### src/rtl/afuf_pkg.sv
// ----------------------------------------------------------------------------
// afuf_pkg - shared types and constants
// Widths, function codes and the divider request/response structs.
// ----------------------------------------------------------------------------
package afuf_pkg;

  localparam int unsigned FifoDepth  = 1024;
  localparam int unsigned MaxRequest = 64;
  localparam int unsigned IdxW       = $clog2(FifoDepth);
  localparam int unsigned LvlW       = $clog2(FifoDepth + 1);
  localparam int unsigned ReqW       = 7;
  localparam int unsigned SmpW       = 16;
  // dividend magnitude: 17-bit sample sum times an 11-bit gain
  localparam int unsigned DvdW       = 28;
  // divisor up to 2 * FifoDepth
  localparam int unsigned DvsW       = LvlW + 1;

  localparam logic [1:0] FuncPush = 2'd0;
  localparam logic [1:0] FuncPull = 2'd1;
  localparam logic [1:0] FuncWipe = 2'd2;
  localparam logic [1:0] FuncFade = 2'd3;

  typedef struct packed {
    logic                   start;
    logic                   neg;
    logic [DvdW-1:0]        dividend;
    logic [DvsW-1:0]        divisor;
  } div_req_t;

  typedef struct packed {
    logic                   done;
    logic                   busy;
    logic signed [SmpW-1:0] quotient;
  } div_rsp_t;

endpackage

### src/rtl/afuf_div.sv
// ----------------------------------------------------------------------------
// afuf_div - shared restoring divider
// Unsigned magnitude divide, one quotient bit a cycle, sign applied at end.
// ----------------------------------------------------------------------------
module afuf_div import afuf_pkg::*; (
  input  logic     clk_i,
  input  logic     rst_ni,
  input  div_req_t req_i,
  output div_rsp_t rsp_o
);

  localparam int unsigned CntW = $clog2(DvdW + 1);

  logic [DvdW-1:0] quo_q, quo_d;
  logic [DvsW:0]   rem_q, rem_d;
  logic [DvsW-1:0] dvs_q;
  logic            neg_q;
  logic [CntW-1:0] cnt_q, cnt_d;
  logic            busy_q, done_q;
  logic [DvsW:0]   trial;

  always_comb begin
    trial = {rem_q[DvsW-1:0], quo_q[DvdW-1]};
    rem_d = trial;
    quo_d = {quo_q[DvdW-2:0], 1'b0};
    if (trial >= {1'b0, dvs_q}) begin
      rem_d    = trial - {1'b0, dvs_q};
      quo_d[0] = 1'b1;
    end
    cnt_d = cnt_q - CntW'(1);
  end

  always_ff @(posedge clk_i or negedge rst_ni) begin
    if (!rst_ni) begin
      busy_q <= 1'b0;
      done_q <= 1'b0;
      cnt_q  <= '0;
    end else begin
      done_q <= 1'b0;
      if (req_i.start) begin
        busy_q <= 1'b1;
        cnt_q  <= CntW'(DvdW);
      end else if (busy_q) begin
        cnt_q <= cnt_d;
        if (cnt_q == CntW'(1)) begin
          busy_q <= 1'b0;
          done_q <= 1'b1;
        end
      end
    end
  end

  always_ff @(posedge clk_i) begin
    if (req_i.start) begin
      quo_q <= req_i.dividend;
      rem_q <= '0;
      dvs_q <= req_i.divisor;
      neg_q <= req_i.neg;
    end else if (busy_q) begin
      quo_q <= quo_d;
      rem_q <= rem_d;
    end
  end

  assign rsp_o.done     = done_q;
  assign rsp_o.busy     = busy_q;
  assign rsp_o.quotient = neg_q ? -$signed(quo_q[SmpW-1:0]) : $signed(quo_q[SmpW-1:0]);

endmodule

### config.mk
export PLATFORM = sky130hd
export DESIGN_NAME = afuf_div
export DESIGN_NICKNAME = d
export VERILOG_FILES = /design/src/rtl/afuf_pkg.sv /design/src/rtl/afuf_div.sv
export SDC_FILE = /design/constraint.sdc
export NUM_CORES = 1
export LEC_CHECK = 0
export BUFFER_PORTS_ARGS = -buffer_cell sky130_fd_sc_hd__buf_2
export CAP_MARGIN = 5
export CELL_PAD_IN_SITES_DETAIL_PLACEMENT = 0
export CELL_PAD_IN_SITES_GLOBAL_PLACEMENT = 1
export CORE_MARGIN = 4
export CORE_UTILIZATION = 41
export CTS_BUF_LIST = sky130_fd_sc_hd__clkbuf_2 sky130_fd_sc_hd__clkbuf_4 sky130_fd_sc_hd__clkbuf_8
export DETAILED_ROUTE_END_ITERATION = 12
export PLACE_DENSITY_LB_ADDON = 0.3
export SYNTH_ARGS = -nofsm -noshare
export SYNTH_HDL_FRONTEND = slang
export SYNTH_SLANG_ARGS = --single-unit
export TNS_END_PERCENT = 50
### constraint.sdc
create_clock -name clk_i -period 2 [get_ports clk_i]
set_input_delay 0.3 -clock clk_i [delete_from_list [all_inputs] [get_ports clk_i]]
set_output_delay 0.3 -clock clk_i [all_outputs]
set_load 0.05 [all_outputs]
==> results of run 1 <==
==> worst register-to-register path, cell delays in order (launching register included) <==
cell      delay [ps]
edfxtp_1         380
inv_2             80
ha_4             210
a21o_1           170
a221o_1          360
a41oi_4          230
buf_4            190
nand2_8           60
mux2_4           250
==> final timing paths <==
kind	start	to	slack, ps	cells after the start
max	quo_q[0]$_DFFE_PP_	rsp_o[12]	-560	9
min	req_i[10]	dvs_q[10]$_DFFE_PP_	140	1
max reg2reg	dvs_q[6]$_DFFE_PP_	quo_q[0]$_DFFE_PP_	-200	8
min reg2reg	cnt_q[4]$_DFFE_PN0P_	cnt_q[4]$_DFFE_PN0P_	530	2
max in group asynchronous	rst_ni	cnt_q[2]$_DFFE_PN0P_	1520	2
min in group asynchronous	rst_ni	cnt_q[4]$_DFFE_PN0P_	320	2
==> final cells by class <==
cell class / instances / area [µm²] / share of cell area (%)
tap: 102 / 127.6 / 2.570
inverter: 20 / 75.07 / 1.512
timing repair buffer: 135 / 958.4 / 19.30
clock inverter: 6 / 55.05 / 1.109
sequential: 60 / 1647 / 33.16
multi-input combinational: 216 / 1972 / 39.71
clock buffer: 10 / 131.4 / 2.646
==> cells in the mapped netlist, drive strengths merged <==
library cell  number
o22ai              1
o21bai             1
a21o               3
a21oi             11
o41ai              3
or4b               1
nor3b              1
o2111ai            1
o21ai             12
nand3              4
a31oi              1
a41oi              3
nand2             35
ha                15
a211oi             4
dfxtp             12
nor3               7
nor4               3
and3               2
or2                1
nor2b              3
o31ai              5
o221ai             1
xor2               4
and2               2
o311a              1
o21a               4
inv               20
o2bb2ai            1
mux2              27
edfxtp            41
dfrtp              7
or3                3
buf               10
nor2              20
xnor2             21
o311ai             1
nand4              1
or4                2
a311oi             5
clkbuf             4
a21boi             1
nand2b             2
a221o              1
fa                 1
==> metal layers <==
metal	part of all wire (%)	track usage [%]
met1	45	22.13
met2	49	27.53
met3	4.2	3.680
met4	1.1	5.567
met5	0	0
==> power breakdown <==
part	internal (mW)	leakage (nW)	switching [mW]
sequential	1.53	0.601	0.144
clock	0.576	0.0945	0.466
combinational	1.38	1.44	1.34
==> kinds of logic after synthesis <==
kind of cell	share of synthesized area (%)
AOI/OAI and AO/OA	13.61
muxes	8.940
buffers and inverters	4.304
and+or+nand+nor	12.18
adders and majority gates	6.107
DFF	48.42
xor gates and xnor gates	6.439
==> sequential cells by signal, summed over array words and instances, names as in the netlist <==
signal  count
quo_q      28
dvs_q      12
rem_q      12
cnt_q       5
busy_q      1
done_q      1
neg_q       1
==> layout by cell type, fill, tap and decap left out, types with 3 or more instances in the layout <==
| master | Yosys | layout |
|---|---|---|
| dfxtp_1 | 12 | 12 |
| nor3_2 | 0 | 3 |
| dfrtp_1 | 7 | 7 |
| o31ai_1 | 5 | 4 |
| o21a_1 | 4 | 4 |
| ha_4 | 0 | 6 |
| buf_4 | 3 | 74 |
| inv_2 | 0 | 4 |
| a21oi_2 | 0 | 4 |
| o21ai_1 | 0 | 3 |
| xnor2_1 | 21 | 17 |
| nand3_1 | 4 | 4 |
| a21o_1 | 3 | 3 |
| inv_1 | 20 | 16 |
| clkbuf_8 | 0 | 9 |
| nand2_1 | 33 | 27 |
| mux2_2 | 27 | 26 |
| xor2_1 | 4 | 4 |
| nor2_1 | 20 | 19 |
| nand2_2 | 2 | 6 |
| buf_6 | 1 | 12 |
| nor3_1 | 7 | 4 |
| ha_1 | 15 | 9 |
| xnor2_2 | 0 | 3 |
| a311oi_2 | 5 | 5 |
| buf_2 | 0 | 46 |
| a21oi_1 | 11 | 6 |
| edfxtp_1 | 41 | 41 |
| o21ai_0 | 12 | 8 |
==> stage by stage <==
stage,setup WS (ps),cells,TNS [ps],util (%)
after floorplan,-138.7,309,-981.7,-
after CTS,-677.5,547,-6324,60.93
after global routing,-673.3,549,-9530,62.96
final,-564.6,549,-5711,62.96
after global placement,-343.8,522,-3129,55.44
after detailed placement,-400.3,522,-3636,55.44
==> what timing repair did <==
action                     in CTS  in global routing
pin swaps                      20                 16
resized for setup              46                 30
setup endpoints to repair      26                 27
cloned                          1                  0
hold buffers                    1                  0
hold endpoints to repair        7                  0
buffers inserted                7                  2
==> impl_metrics.tcl, run 1 <==
set metrics [dict create \
    layout-drive-gt1-share_pct 53.02 \
    num_vias 2789 \
    max_slew_margin_pct 60.82 \
    p_leak_nw 2.135 \
    fmax_mhz 389.9 \
    fin_ws_ps -564.6 \
    crit_family "simple AND/OR/NAND/NOR gates" \
    critPathMaxStageDelay_ps 440 \
    cp-start-kind "flop" \
    clkTransAtPathRegs_ps 70 \
    die_h_um 99.08 \
    status "complete, but fails checks" \
    grt_pass1_wl_um 13370 \
    routedWlPerCell_um 14.57 \
    cts_root_buffer "clkbuf_8" \
    end_kind "primary output" \
    stdcell_area_mm2 0.004966 \
    synth_area_leaders "edfxtp_1 (36%), mux2_2 (8.9%), dfxtp_1 (7.1%)" \
    io_buffer_count 61 \
    grt_setup_unrepaired "true" \
    syn_inst 309 \
    drt_iter0_drc 92 \
    violations "negative setup slack" \
    clk_latency_ps 330 \
    period_share_pct 128.2 \
    antenna_found_initial 0 \
    htreeDepth 3 \
    nets 502 \
    die_w_um 99.08 \
    ios 62 \
    setup_violations 25 \
    crit_fanout 2 \
    slew_violations 0 \
    fin_worst_skew_ps 9.008 \
    cts_num_sinks 60 \
    dp_hpwl_um 5840 \
    cts_tree "yes" \
    yosysTopAreaCell "edfxtp_1" \
    drc_errors 0 \
    worst_slew_pin_slew_ps 587.6 \
    critical_path_buf_inv_count 2 \
    layout_min_cycle_time_ps 2565 \
    ir_worst_vdd_v 0.0005730 \
    arrival_ps 2260 \
    hold_class "primary input to flop" \
    fillCellCount 654 \
    clock_path_buffers 2 \
    ys_ff_latch 60 \
    ys_seq_area_share_pct 48.42 \
    avgSynthCellArea_um2 11.01 \
    core.rowCount 32 \
    coreArea_mm2 0.007888 \
    ys_warn_count 0 \
    synth_cell_type_count 52 \
    finalPower_mw 5.427 \
    start_util_pct 43.12 \
    place.gp.congestion 0.8595 \
    viasPerCell 5.080 \
    synth_area_mm2 0.003401 \
    gr-total-overflow 0 \
    cts-buffers-inserted 9 \
    routed_wl_um 7998 \
    grt_pass1_vias 2829 \
    syn_to_final_growth_pct 46.03 \
    synthesis.nets 369 \
    critPathRequiredTime_ps 1700 \
    crit_type "flop to primary output" \
    place_area_mm2 0.004373 \
    cap_violations 0 \
    fin_hold_ws_ps 140.8 \
    grt_usage_pct 16.83 \
    diodes 0 \
    path_cells "inv_2, ha_4, nand2b_4, or4_4, nor2_4, nand2_4, o31ai_4, xnor2_4, buf_6" \
    hold_violations 0 \
    power_density_mw_per_mm2 1093 \
    die-area_mm2 0.009816 \
    crit_path_top_delay_cell "or4_4" \
    netlist.area_leader.share_pct 36.20 \
    grt_max_degree 29 \
    detail-route-antenna-nets 0 \
    first_pass_iters 4 \
]
(Power assumes the default switching activity.)
==> inputs of run 2 (changes only) <==
--- a/config.mk
+++ b/config.mk
@@ -10,10 +10,10 @@
 export CELL_PAD_IN_SITES_DETAIL_PLACEMENT = 0
 export CELL_PAD_IN_SITES_GLOBAL_PLACEMENT = 1
 export CORE_MARGIN = 4
-export CORE_UTILIZATION = 41
-export CTS_BUF_LIST = sky130_fd_sc_hd__clkbuf_2 sky130_fd_sc_hd__clkbuf_4 sky130_fd_sc_hd__clkbuf_8
+export CORE_UTILIZATION = 40
 export DETAILED_ROUTE_END_ITERATION = 12
 export PLACE_DENSITY_LB_ADDON = 0.3
+export RECOVER_POWER = 100
 export SYNTH_ARGS = -nofsm -noshare
 export SYNTH_HDL_FRONTEND = slang
 export SYNTH_SLANG_ARGS = --single-unit
==> run 2 against run 1 <==
Against the previous run: the run still ends with negative setup slack left; combinational power decreased by 3%; wire length decreased by 0.84%; sequential cell count stayed put; via count decreased by 2.6%; critical path depth unchanged; final cell count increased by 0.73%; fmax decreased by 0.66%; sequential power is essentially flat; global-route usage shrank 0.51 points; register-to-register slack lost 20 ps; clock skew grew 1.7 ps; cell area fell by 1.7%; largest power group unchanged.
==> impl_metrics.tcl, run 2 (same netlist as run 1, synthesis figures left out) <==
set metrics [dict create \
    critPathRequiredTime_ps 1700 \
    die-area_mm2 0.01004 \
    num_vias 2716 \
    core.rowCount 33 \
    ios 62 \
    fmax_mhz 387.3 \
    drc_errors 0 \
    ir_worst_vdd_v 0.0005411 \
    first_pass_iters 4 \
    arrival_ps 2280 \
    timing.rr.start "dvs_q[7]$_DFFE_PP_" \
    p_leak_nw 2.091 \
    fillCellCount 721 \
    die_w_um 100.2 \
    fin_ws_ps -581.7 \
    grt_pass1_wl_um 12810 \
    grt_usage_pct 16.32 \
    hold_class "primary input to flop" \
    cp-start-kind "flop" \
    grt_pass1_vias 2711 \
    crit_type "flop to primary output" \
    nets 503 \
    gr-total-overflow 0 \
    status "complete, but fails checks" \
    viasPerCell 4.911 \
    utilization_pct 59.09 \
    hold_violations 0 \
    die_h_um 100.2 \
    cts_tree "yes" \
    drt_iter0_drc 104 \
    rr_endpoint "rem_q[7]$_SDFFE_PP0P_" \
    crit_fanout 3 \
    cts-buffers-inserted 9 \
    r2r_slack_ps -220 \
    clk_latency_ps 340 \
    slew_violations 0 \
    final_cells 553 \
    cts_root_buffer "clkbuf_8" \
    largestRegisters "quo_q (28), dvs_q (12), rem_q (12)" \
    tns_ps -6022 \
    clock_path_buffers 2 \
    worst_slew_pin_slew_ps 1062 \
    setup_violations 26 \
    dp_hpwl_um 5636 \
    clkTransAtPathRegs_ps 70 \
    power_density_mw_per_mm2 1065 \
    cts_num_sinks 60 \
    endpoint "rsp_o[12]" \
    detail-route-antenna-nets 0 \
    fin_worst_skew_ps 10.72 \
    fin_hold_ws_ps 132.3 \
    finalPower_mw 5.198 \
    start_util_pct 41.18 \
    antenna_found_initial 0 \
    largest_reg_flops 28 \
    layout_commonest_cell "buf_4" \
    layout_min_cycle_time_ps 2582 \
    violations "negative setup slack" \
    diodes 0 \
    place.gp.congestion 0.7843 \
    io_buffer_count 61 \
    layout_common_cells "buf_4 (76), buf_2 (42), edfxtp_1 (41)" \
    routed_wl_um 7931 \
    syn_to_final_growth_pct 43.49 \
    regMostFlops "quo_q" \
    period_share_pct 129.1 \
    layout-drive-gt1-share_pct 51.56 \
    end_kind "primary output" \
    grt_setup_unrepaired "true" \
    dpl.cell_count 528 \
    routedWlPerCell_um 14.34 \
    grt_max_degree 29 \
    r2r.worst_path.cells 8 \
    coreArea_mm2 0.008258 \
    htreeDepth 3 \
    max_slew_margin_pct 29.21 \
    cap_violations 0 \
    critPathLaunch "quo_q[1]$_DFFE_PP_" \
]
run 2: cell count changes in the layout (fill, tap and decap cells not counted), sizes merged:
cell / before / now
clkinvlp: 1 / 2
clkinv: 4 / 3
bufinv: 1 / 0
clkbuf: 11 / 21
buf: 133 / 125
run 2: metrics by stage:
step / area, µm² / worst slack (ps)
final: 4880 / -581.7
after floorplan: 3518 / -138.7
after CTS: 4792 / -653.6
after global routing: 4880 / -683.9
after global placement: 4387 / -323.2
after detailed placement: 4387 / -403.6
run 2: layout make-up:
class	instances	area, µm²	area share, %
clock buffers	11	131.4	2.692
repair buffers	136	912.1	18.69
clock inverters	5	28.78	0.5897
flip-flops and latches	60	1647	33.74
multi-input cells	216	1954	40.05
well taps	105	131.4	2.692
inverters	20	75.07	1.538
run 2: critical path: stages, from the launching register on:
cell      delay [ps]
edfxtp_1         400
inv_2            110
ha_4             160
nand2b_4          50
or4_4            440
nor2_4           120
nand2_4           70
o31ai_4          280
xnor2_4          150
buf_6            170
run 2: where the power goes:
group          leakage, nW  internal [mW]  switching, mW
logic                 1.41           1.32           1.31
registers            0.601           1.53          0.136
clock network       0.0768          0.441          0.470
run 2: what timing repair did:
item / CTS / global route
hold buffers: 1 / 0
gates cloned: 1 / 0
setup endpoints to repair: 26 / 27
pin swaps: 11 / 12
hold endpoints to repair: 7 / 0
resized for setup: 49 / 20
setup buffers: 4 / 3
run 2: layer usage:
layer	track usage [%]	vias to the layer above	part of all wire, %
met5	0	-	0
met4	6.736	0	1.8
met3	3.405	13	4.8
met2	26.76	56	47
met1	20.97	1254	46
li1	-	1393	-
run 2: worst min path at each step:
stage	from	end	slack, ps	depth (start not counted)
2_1_floorplan	rst_ni	busy_q$_DFF_PN0_	4	0
3_3_place_gp	rst_ni	cnt_q[2]$_DFFE_PN0P_	140	1
3_5_place_dp	rst_ni	done_q$_DFF_PN0_	140	1
4_1_cts	req_i[9]	dvs_q[9]$_DFFE_PP_	120	1
5_1_grt	req_i[40]	neg_q$_DFFE_PP_	110	1
6_report	req_i[40]	neg_q$_DFFE_PP_	130	1
==> inputs of run 3 (changes only) <==
--- a/config.mk
+++ b/config.mk
@@ -9,7 +9,7 @@
 export CAP_MARGIN = 5
 export CELL_PAD_IN_SITES_DETAIL_PLACEMENT = 0
 export CELL_PAD_IN_SITES_GLOBAL_PLACEMENT = 1
-export CORE_MARGIN = 4
+export CORE_MARGIN = 2
 export CORE_UTILIZATION = 40
 export DETAILED_ROUTE_END_ITERATION = 12
 export PLACE_DENSITY_LB_ADDON = 0.3
==> run 3 against run 2 <==
Against the previous run: clock skew shrank 3.6 ps; utilization rose by 1.2 points; worst setup slack got worse by 40 ps; sequential share of layout area down 0.49 points; fmax is 1.5% lower; the flow still finishes with violations (negative setup slack); clock power is 27% higher; via count up 4.7%.
==> impl_metrics.tcl, run 3 (same netlist as run 1, synthesis figures left out) <==
set metrics [dict create \
    worst_slew_pin_slew_ps 1213 \
    grt_max_degree 29 \
    crit_fanout 3 \
    coreArea_mm2 0.008217 \
    p_sw_share_pct 34.86 \
    end_kind "primary output" \
    cts_tree "yes" \
    p_sw_mw 1.922 \
    diodes 0 \
    routedWlPerCell_um 14.50 \
    largest_reg_flops 28 \
    cts-buffers-inserted 9 \
    fin_worst_skew_ps 7.099 \
    cap_violations 0 \
    io_buffer_count 61 \
    layout-drive-gt1-share_pct 51.56 \
    ios 62 \
    detail-route-antenna-nets 0 \
    layout_common_cells "buf_4 (77), buf_2 (42), edfxtp_1 (41)" \
    tns_ps -5072 \
    antenna_found_initial 0 \
    clock_path_buffers 2 \
    drc_errors 0 \
    layout_min_cycle_time_ps 2622 \
    fin_ws_ps -621.9 \
    seqPwrFrac_pct 30.3 \
    dpl.cell_count 528 \
    viasPerCell 5.124 \
    crit_path_top_delay_cell "or4_4" \
    htreeDepth 3 \
    hold_violations 0 \
    fin_hold_ws_ps 136.5 \
    grt_pass1_wl_um 12650 \
    cp-start-kind "flop" \
    routed_wl_um 8047 \
    place_area_mm2 0.004399 \
    dpl_worst_slack_ps -454.0 \
    p_leak_nw 2.132 \
    path_cells "inv_2, ha_4, nand2b_4, or4_4, nor2_4, nand2_4, o31ai_4, xnor2_4, buf_6" \
    layout_commonest_cell "buf_4" \
    max_slew_margin_pct 19.12 \
    p_comb_share_pct 48.7 \
    die_w_um 96.21 \
    ir_worst_vdd_v 0.0005244 \
    status "complete, but fails checks" \
    fmax_mhz 381.4 \
    stdcell_area_mm2 0.004951 \
    final_cells 555 \
    crit_type "flop to primary output" \
    power_density_mw_per_mm2 1114 \
    utilization_pct 60.26 \
    setup_violations 26 \
    drt_iter0_drc 123 \
    first_pass_iters 4 \
    regMostFlops "quo_q" \
    place.gp.congestion 0.8370 \
    syn_to_final_growth_pct 45.59 \
    finalPower_mw 5.514 \
    critPathMaxStageDelay_ps 450 \
    violations "negative setup slack" \
    core.rowCount 33 \
    critPathRequiredTime_ps 1700 \
    nets 506 \
    grt_usage_pct 18.11 \
    gr-total-overflow 0 \
    clkTransAtPathRegs_ps 70 \
    fillCellCount 676 \
    period_share_pct 131.1 \
    multi_input_area_mm2 0.001932 \
    cts_num_sinks 60 \
    start_util_pct 41.39 \
    arrival_ps 2320 \
    die_h_um 96.21 \
    clkPwrFrac_pct 21.0 \
    cts_root_buffer "clkbuf_8" \
    grt_setup_unrepaired "true" \
    dp_hpwl_um 5730 \
    slew_violations 0 \
    grt_pass1_vias 2686 \
    clk_latency_ps 340 \
    ff_latch_area_mm2 0.001647 \
    num_vias 2844 \
    internal_power_mw 3.592 \
    largestRegisters "quo_q (28), dvs_q (12), rem_q (12)" \
    hold_class "primary input to flop" \
    die-area_mm2 0.009255 \
]
## run 3: path summary, 6_finish.rpt
path / from / endpoint / slack (ps) / depth (start not counted)
min in group asynchronous: rst_ni / cnt_q[3]$_DFFE_PN0P_ / 370 / 2
worst min-delay path: req_i[0] / dvs_q[0]$_DFFE_PP_ / 140 / 1
worst max register to register: dvs_q[5]$_DFFE_PP_ / rem_q[7]$_SDFFE_PP0P_ / -150 / 8
worst min register to register: cnt_q[4]$_DFFE_PN0P_ / cnt_q[4]$_DFFE_PN0P_ / 520 / 2
worst max-delay path: quo_q[1]$_DFFE_PP_ / rsp_o[12] / -620 / 9
max in group asynchronous: rst_ni / cnt_q[1]$_DFFE_PN0P_ / 1360 / 2
## run 3: area by class of cell
class	count	share of cell area [%]
inverters	20	1.516
clock buffers	10	2.578
flip-flops and latches	60	33.26
multi-input cells	215	39.02
well taps	105	2.654
repair buffers	140	19.41
clock inverters	5	1.567
## run 3: power by group through the flow
stage	Clock [mW]	Sequential, mW	Combinational (mW)
6_report	1.16	1.67	2.69
5_1_grt	1.24	1.69	2.90
4_1_cts	1.18	1.66	2.51
2_1_floorplan	0	1.68	1.42
3_3_place_gp	0	1.67	2.23
3_5_place_dp	0	1.68	2.26
## run 3: worst max-delay path: cells and delay by family (launching register included)
family                     cells  cell delay (ps)
DFF                            1              420
buffers and inverters          2              280
AOI/OAI and AO/OA              1              280
and+or+nand+nor                4              710
xor gates and xnor gates       1              150
adders and majority gates      1              140
## run 3: what timing repair did
action                                  4_1_cts  5_1_grt
hold endpoints to repair                      7        0
setup buffers                                 5        6
endpoints found under the setup margin       26       27
gates resized for setup                      53       16
hold buffers                                  1        0
pin swaps                                    11       11
## run 3: routing by layer
metal | up-vias | routed length, µm | part of all wire [%] | global-route usage, %
li1 | 1404 | - | - | -
met1 | 1367 | 3642 | 45 | 24.44
met2 | 62 | 3944 | 49 | 28.36
met3 | 11 | 322 | 4.0 | 3.367
met4 | 0 | 138 | 1.7 | 7.857
met5 | - | 0 | 0 | 0
